--- src/design/tnpd_pkg.sv ---
package tnpd_pkg;

  // table depth and derived widths
  localparam int unsigned MAX_POINTS = 64;
  localparam int unsigned PTR_W      = (MAX_POINTS > 1) ? $clog2(MAX_POINTS) : 1;
  localparam int unsigned CNT_W      = $clog2(MAX_POINTS + 1);

  // fixed field widths
  localparam int unsigned CMD_W      = 2;
  localparam int unsigned COORD_W    = 11;
  localparam int unsigned SIZE_W     = 12;
  localparam int unsigned HALF_W     = SIZE_W - 1;
  localparam int unsigned SQ_W       = 2 * COORD_W;
  localparam int unsigned DIST_W     = 23;
  localparam int unsigned CFG_IDX_W  = 2;
  localparam int unsigned CFG_DATA_W = 12;

  // grid size limits
  localparam logic [SIZE_W-1:0] SIZE_MIN   = 12'd1;
  localparam logic [SIZE_W-1:0] SIZE_MAX   = 12'd2048;
  localparam logic [SIZE_W-1:0] SIZE_RESET = 12'd512;

  typedef enum logic [CMD_W-1:0] {
    CMD_CLEAR = 2'd0,
    CMD_ADD   = 2'd1,
    CMD_QUERY = 2'd2
  } cmd_e;

  typedef enum logic [CFG_IDX_W-1:0] {
    CFG_WIDTH  = 2'd0,
    CFG_HEIGHT = 2'd1,
    CFG_SELECT = 2'd2
  } cfg_idx_e;

  // query moving down the cell row with its running minima
  typedef struct packed {
    logic [COORD_W-1:0] px;
    logic [COORD_W-1:0] py;
    logic [DIST_W-1:0]  best;
    logic [DIST_W-1:0]  second;
  } query_t;

  // grid geometry and fill level shared by every cell
  typedef struct packed {
    logic [SIZE_W-1:0] size_x;
    logic [SIZE_W-1:0] size_y;
    logic [HALF_W-1:0] half_x;
    logic [HALF_W-1:0] half_y;
    logic [CNT_W-1:0]  count;
  } cell_ctl_t;

  // magnitude of the wrapped per-axis gap
  function automatic logic [COORD_W-1:0] axis_mag(input logic [COORD_W-1:0] a,
                                                  input logic [COORD_W-1:0] b,
                                                  input logic [SIZE_W-1:0]  size,
                                                  input logic [HALF_W-1:0]  half);
    logic [COORD_W-1:0] d;
    logic [SIZE_W:0]    g;
    logic [SIZE_W:0]    m;
    d = (a >= b) ? (a - b) : (b - a);
    g = {1'b0, size} - {2'b0, d};
    m = g[SIZE_W] ? (~g + 1'b1) : g;
    if (d > half) begin
      return m[COORD_W-1:0];
    end
    return d;
  endfunction

endpackage

--- src/design/tnpd_cell.sv ---
module tnpd_cell import tnpd_pkg::*; (
  input  logic               clk_i,
  input  logic               rst_ni,
  input  logic               adv_i,
  input  logic [PTR_W-1:0]   idx_i,
  input  cell_ctl_t          ctl_i,
  input  logic               wr_en_i,
  input  logic [COORD_W-1:0] wr_x_i,
  input  logic [COORD_W-1:0] wr_y_i,
  input  logic               valid_i,
  input  query_t             query_i,
  output logic               valid_o,
  output query_t             query_o
);

  logic [COORD_W-1:0] pt_x_q, pt_y_q;

  logic               v1_q, v2_q, v3_q;
  query_t             q1_q, q2_q, q3_q;
  logic               use1_q, use2_q;
  logic [COORD_W-1:0] mx_d, my_d, mx_q, my_q;
  logic [SQ_W-1:0]    sx_d, sy_d, sx_q, sy_q;
  logic               use1_d;
  logic [DIST_W-1:0]  sum_sq;
  query_t             q3_d;

  // stored feature point
  always_ff @(posedge clk_i) begin
    if (wr_en_i) begin
      pt_x_q <= wr_x_i;
      pt_y_q <= wr_y_i;
    end
  end

  // stage 1: wrapped gaps, entry live only below the fill level
  always_comb begin
    use1_d = CNT_W'(idx_i) < ctl_i.count;
    mx_d   = axis_mag(pt_x_q, query_i.px, ctl_i.size_x, ctl_i.half_x);
    my_d   = axis_mag(pt_y_q, query_i.py, ctl_i.size_y, ctl_i.half_y);
  end

  // stage 2: squares
  always_comb begin
    sx_d = SQ_W'(mx_q) * SQ_W'(mx_q);
    sy_d = SQ_W'(my_q) * SQ_W'(my_q);
  end

  // stage 3: sum and minima update, ties go to the second slot
  always_comb begin
    sum_sq = DIST_W'(sx_q) + DIST_W'(sy_q);
    q3_d   = q2_q;
    if (use2_q && (sum_sq < q2_q.best)) begin
      q3_d.second = q2_q.best;
      q3_d.best   = sum_sq;
    end else if (use2_q && (sum_sq < q2_q.second)) begin
      q3_d.second = sum_sq;
    end
  end

  // stage valid bits
  always_ff @(posedge clk_i or negedge rst_ni) begin
    if (!rst_ni) begin
      v1_q <= 1'b0;
      v2_q <= 1'b0;
      v3_q <= 1'b0;
    end else if (adv_i) begin
      v1_q <= valid_i;
      v2_q <= v1_q;
      v3_q <= v2_q;
    end
  end

  // stage payload
  always_ff @(posedge clk_i) begin
    if (adv_i) begin
      q1_q   <= query_i;
      mx_q   <= mx_d;
      my_q   <= my_d;
      use1_q <= use1_d;
      q2_q   <= q1_q;
      sx_q   <= sx_d;
      sy_q   <= sy_d;
      use2_q <= use1_q;
      q3_q   <= q3_d;
    end
  end

  assign valid_o = v3_q;
  assign query_o = q3_q;

endmodule

--- config.mk ---
export PLATFORM = sky130hd
export DESIGN_NAME = tnpd_cell
export DESIGN_NICKNAME = d
export VERILOG_FILES = /design/src/design/tnpd_pkg.sv /design/src/design/tnpd_cell.sv
export SDC_FILE = /design/constraint.sdc
export NUM_CORES = 1
export LEC_CHECK = 0
export BUFFER_PORTS_ARGS = -buffer_cell sky130_fd_sc_hd__buf_4
export CAP_MARGIN = 25
export CORE_ASPECT_RATIO = 0.9
export CORE_MARGIN = 2
export CORE_UTILIZATION = 50
export DETAILED_ROUTE_END_ITERATION = 8
export HOLD_SLACK_MARGIN = 0.15
export PLACE_DENSITY = 0.81
export SYNTH_ARGS = -nofsm -noshare
export SYNTH_HDL_FRONTEND = slang
export SYNTH_SLANG_ARGS = --single-unit
--- constraint.sdc ---
create_clock -name clk_i -period 5.7 [get_ports clk_i]
set_input_delay 0.285 -clock clk_i [delete_from_list [all_inputs] [get_ports clk_i]]
set_output_delay 0.285 -clock clk_i [all_outputs]
set_load 0.005 [all_outputs]
; ---- Word level (Yosys, flattened, before mapping)
; Index checks and enable logic that the tools add are counted.
[word_totals]
register_bits = 297
rom_bits = 0
ram_bits = 0
output_inout_bits = 69
latchBits = 0
memories = 0
[op_classes]
multipliers = 2
shift = 0
eq_ne = 0
div = 0
reduce_logical = 2
n_lt_le_gt_ge = 7
bitwise_logic = 2
n_mux = 13
add_sub_neg = 9
[ops]
columns = operator, count
row1 = two-way mux 11 bit, 8
row2 = two-way mux 23 bit, 3
row3 = less-than comparator 23 bit, 2
row4 = multiplier 11 x 11 -> 22 bit, 2
row5 = subtractor 11 bit, 4
row6 = subtractor 12 x 11 -> 13 bit, 2
row7 = adder 22 x 22 -> 23 bit, 1
row8 = adder 11 x 1 -> 11 bit (second input constant), 2
row9 = >= comparator 11 bit, 2
row10 = greater-than comparator 11 bit, 2
row11 = NOT 11 bit, 2
row12 = less-than comparator 6 x 7 -> 1 bit, 1
row13 = logical AND 1 bit, 2
row14 = two-way mux 1 bit, 2

; ---- Depth between registers and ports, before layout
[depth]
word_depth = 8
depth_mapped = 24
mapped_depth_nobuf = 24

; ---- Worst setup path before layout
; No wires, ideal clock.
[synth_path]
path_kind = register -> register
start = register mx_q[2]
end = register sx_q[21] (data pin)
slack_ns = 0.302
n_path_buf = 1
arrival_ns = 5.130
path_stages_with_launch = 24
setup_time_ns = 0.268
path_cell_list = edfxtp_1 -> clkbuf_1 -> inv_1 -> fa_1 -> inv_1 -> ha_1 -> fa_1 -> ha_1 -> inv_1 -> fa_1 -> inv_1 -> ha_1 -> a21o_1 -> a21oi_1 -> o21bai_1 -> a21oi_1 -> nor2b_1 -> o21a_1 -> o21ai_0 -> a21oi_1 -> o41ai_1 -> o21ai_0 -> o41ai_1 -> xnor2_1
[synth_via]
elab_chain_len = 1
[synth_lines]
columns = item, line
row1 = from (decl), tnpd_cell.sv:21  ; logic [COORD_W-1:0] mx_d, my_d, mx_q, my_q;
row2 = from (signal assigned), tnpd_cell.sv:77  ; mx_q <= mx_d;
row3 = multiplier 11 x 11 -> 22 bit, tnpd_cell.sv:44  ; sx_d = SQ_W'(mx_q) * SQ_W'(mx_q);
row4 = net sx_d[21], tnpd_cell.sv:22  ; logic [SQ_W-1:0] sx_d, sy_d, sx_q, sy_q;
row5 = to (signal assigned), tnpd_cell.sv:81  ; sx_q <= sx_d;
row6 = to (decl), tnpd_cell.sv:22
; The timed path passes the listed nets, and every way through them passes these cells.
; A chain may end at the register's enable or synchronous reset.

; ---- Final worst setup path
[layout_path]
start = register my_q[4]
end = register sy_q[21] (data pin)
[layout_via]
elab_chain_len = 1
[layout_lines]
columns = item, line
row1 = from (decl), tnpd_cell.sv:21
row2 = from (signal assigned), tnpd_cell.sv:78  ; my_q <= my_d;
row3 = multiplier 11 x 11 -> 22 bit, tnpd_cell.sv:45  ; sy_d = SQ_W'(my_q) * SQ_W'(my_q);
row4 = net sy_d[21], tnpd_cell.sv:22
row5 = to (signal assigned), tnpd_cell.sv:82  ; sy_q <= sy_d;
row6 = to (decl), tnpd_cell.sv:22
; The timed path passes the listed nets, and every way through them passes these cells.

==> impl_results.md <==
- RSZ-0062 raised after global routing: false
- Core ar.: 44300 µm²
- Vias in the first global route: 17.20k
- FP Rows: 73
- Initial Util: 50.86%
- First drt pass iteration count: 5
- Max-slew headroom: 34.07%
- Compound-Gate Fraction of Synth Area: 10.40%
- Slew Viols, Final: 0
- Initial antenna violation count: 0
- Min cycle time layout: 5.430 ns
- Iter 0 DRT Violations: 1298
- Fill cell count: 3391
- Reg2reg start: my_q[4]
- Hold Path Class: input port to flip-flop
- Total CTS buffers: 29
- Main synth FF type: edfxtp_1
- Synth Net Count: 2617
- Worst Path Arrival: 5.75 ns
- I/O Buffers: 222
- Drt via density: 5.405
- Adder-cell area share of the yosys netlist: 25.94%
- Crit. Startpoint: my_q[4]
- Final setup viols: 0
- Post-Synthesis Cells: 2077
- Hpwl dp: 38530 µm
- CTS root buf: clkbuf_16
- CP max FO: 7
- Layout cells sized above 1: 16.28%
- Synthesized cell area: 22530 µm²
- Final hold vios: 0
- Final period util: 95.27%
- Layout overhead on the synthesized area: 21.00%
- Post-synthesis xor/xnor area fraction: 4.071%
- Post-synthesis sequential area ratio: 39.25%
- Simple-gate share of the synthesized area: 10.50%
- Max Cap Viol: 0
- Outcome: complete, no violations
- Gr usage total: 22.31%
- CP Launch Type: flip-flop
- Die height: 205.4 µm
- Largest net degree at the start of global routing: 105
- Routed wire per std cell: 17.08 µm
- Clk slew on worst S/H paths: 0.07 ns
- Antenna-violating nets left: 0
- Main combinational cell family by area after synthesis: adder cells
- Critical path class: flip-flop to flip-flop
- Buffer depth of the longest clock path: 3
- I/O pins: 223
- Grt ovf: 0
- DRC viols: 0
- Worst path required time: 6.01 ns
- CP Capture Type: flip-flop
- Worst-Skew Late Latency: 0.58 ns
- Avg Inst Size Synth: 10.85 µm²
- Setup slack, reg-to-reg: 0.27 ns
- Max Freq: 0.1841 GHz
- Fin nets: 2968
- EDFF count, synth: 292
- First-pass GRT wire length: 85080 µm
- FF-to-FF End: sy_q[21]
- R2R cell count: 23
- Asr flop ratio synth: 1.017%
- Synth cell types: 84
- Total number of vias: 16.49k
- Ys Warns: 0
- GP Congestion: 0.8976
- Multi-input logic area: 12190 µm²
- Sink Count: 295
- Die Area: 46770 µm²
- CTS tree: built
- H-tree depth: 1
- Mux contribution to synthesized area: 2.838%
- Post-Route WL: 52120 µm
- Register bit total from synthesis: 295
- Worst-Margin Slew: 0.9890 ns
- CP endpoint: sy_q[21]
- Antenna diodes: 0
- Register area: 8843 µm²
- Clock skew: 0.02295 ns
- Sum Neg Setup Slack: 0 ns
- Die extent in x: 227.8 µm
-- placed cells by master, fill, tap and decap left out, types with 5 or more instances in the layout --
master and n:
nor2_1 90, a21o_1 42, buf_4 268, nand2b_1 28
o2111ai_1 5, nand2_1 94, mux2_2 36, dlygate4sd3_1 95
o21a_1 12, nand3_1 47, xor2_1 26, or2_2 10
a21oi_1 87, fa_1 131, o31ai_1 9, nor2b_1 24
nor3_1 26, clkbuf_16 29, mux2i_1 22, or3_1 10
o21ai_1 6, and2_1 65, nand4_1 15, a21oi_2 8
clkinv_1 9, edfxtp_1 292, a211oi_1 10, bufinv_16 7
ha_1 255, o211ai_1 11, o21bai_1 11, a31oi_1 33
inv_1 370, and3_1 19, nor4_1 6, xnor2_1 75
o21ai_0 65
-- metal layers --
metal  vias up  global-route usage, %  share of wire [%]
met5         -                      0                  0
met4         0                  5.522                2.3
met3        96                  3.534                5.7
met2       566                  41.09                 50
met1      7976                  27.39                 42
li1       7854                      -                  -
-- worst min path at each step --
| stage | start | endpoint | cells past startpoint |
|---|---|---|---|
| 3_5_place_dp | rst_ni | v1_q | 1 |
| 2_1_floorplan | rst_ni | v1_q | 0 |
| 5_1_grt | adv_i | my_q[10] | 1 |
| 6_report | adv_i | my_q[10] | 1 |
| 3_3_place_gp | rst_ni | v1_q | 1 |
| 4_1_cts | adv_i | my_q[10] | 1 |
-- layout make-up --
cell class | count | share of cell area [%]
timing repair buffer | 369 | 11.21
clock buffer | 33 | 2.717
multi-input combinational | 1363 | 44.71
sequential | 295 | 32.44
clock inverter | 21 | 1.074
inverter | 370 | 5.095
tap | 600 | 2.754
-- sequential cells by signal, summed over array words and instances, names as in the netlist --
signal and count:
q2_q 68, use1_q 1, my_q 11, valid_o 1, pt_y_q 11, v2_q 1
query_o 68, mx_q 11, sx_q 21, pt_x_q 11, v1_q 1, q1_q 68
sy_q 21, use2_q 1
-- per-stage QoR --
stage / std cells / hold slack (ns) / util [%] / setup slack [ns] / cell area, µm²
after floorplan: 2077 / -0.01059 / - / 0.3021 / 22530
after global placement: 2888 / 0.07176 / 56.68 / 0.2116 / 25110
after global routing: 3051 / 0.2565 / 61.54 / 0.004618 / 27260
after CTS: 3037 / 0.2442 / 61.16 / 0.03245 / 27090
final: 3051 / 0.2340 / 61.54 / 0.2696 / 27260
after detailed placement: 2888 / 0.07522 / 56.68 / 0.1067 / 25110
-- cell families after synthesis --
kind of cell	after synthesis
compound gates	354
mux	59
buf+inv	419
simple gates	458
flops	295
fa+ha+maj	389
xor+xnor	103
-- what timing repair did --
action,in CTS,in global routing
endpoints found under the hold margin,117,0
setup endpoints to repair,0,65
hold buffers,95,0
resized for setup,0,18
setup buffers,0,14
-- critical path, stage by stage (launching register included) --
cell and delay [ns]:
edfxtp_1 0.49, and2_1 0.20, inv_1 0.07, fa_1 0.50
inv_1 0.04, ha_1 0.19, fa_1 0.45, ha_1 0.29
inv_1 0.05, fa_1 0.49, inv_1 0.04, ha_1 0.33
a21o_1 0.21, a21oi_2 0.16, o21bai_1 0.09, a21oi_2 0.18
o21bai_1 0.08, a21o_1 0.22, a211o_1 0.30, o211ai_1 0.11
a211oi_1 0.13, a41oi_1 0.27, a21oi_1 0.13, xnor2_1 0.14
-- Yosys cell counts, types with 28 or more instances --
cell | instances | area share, %
inv_1 | 370 | 6.2
edfxtp_1 | 292 | 39
ha_1 | 255 | 14
fa_1 | 131 | 12
nand2_1 | 94 | 1.6
a21oi_1 | 93 | 2.1
nor2_1 | 91 | 1.5
xnor2_1 | 75 | 2.9
o21ai_0 | 68 | 1.5
and2_1 | 65 | 1.8
nand3_1 | 47 | 1.0
clkbuf_1 | 46 | 0.77
a21o_1 | 42 | 1.4
mux2_2 | 36 | 1.8
a31oi_1 | 33 | 0.92
nand2b_1 | 28 | 0.78
Power is not shown: default switching activity piles up to over one toggle a cycle in this logic, so the estimate is an artifact.
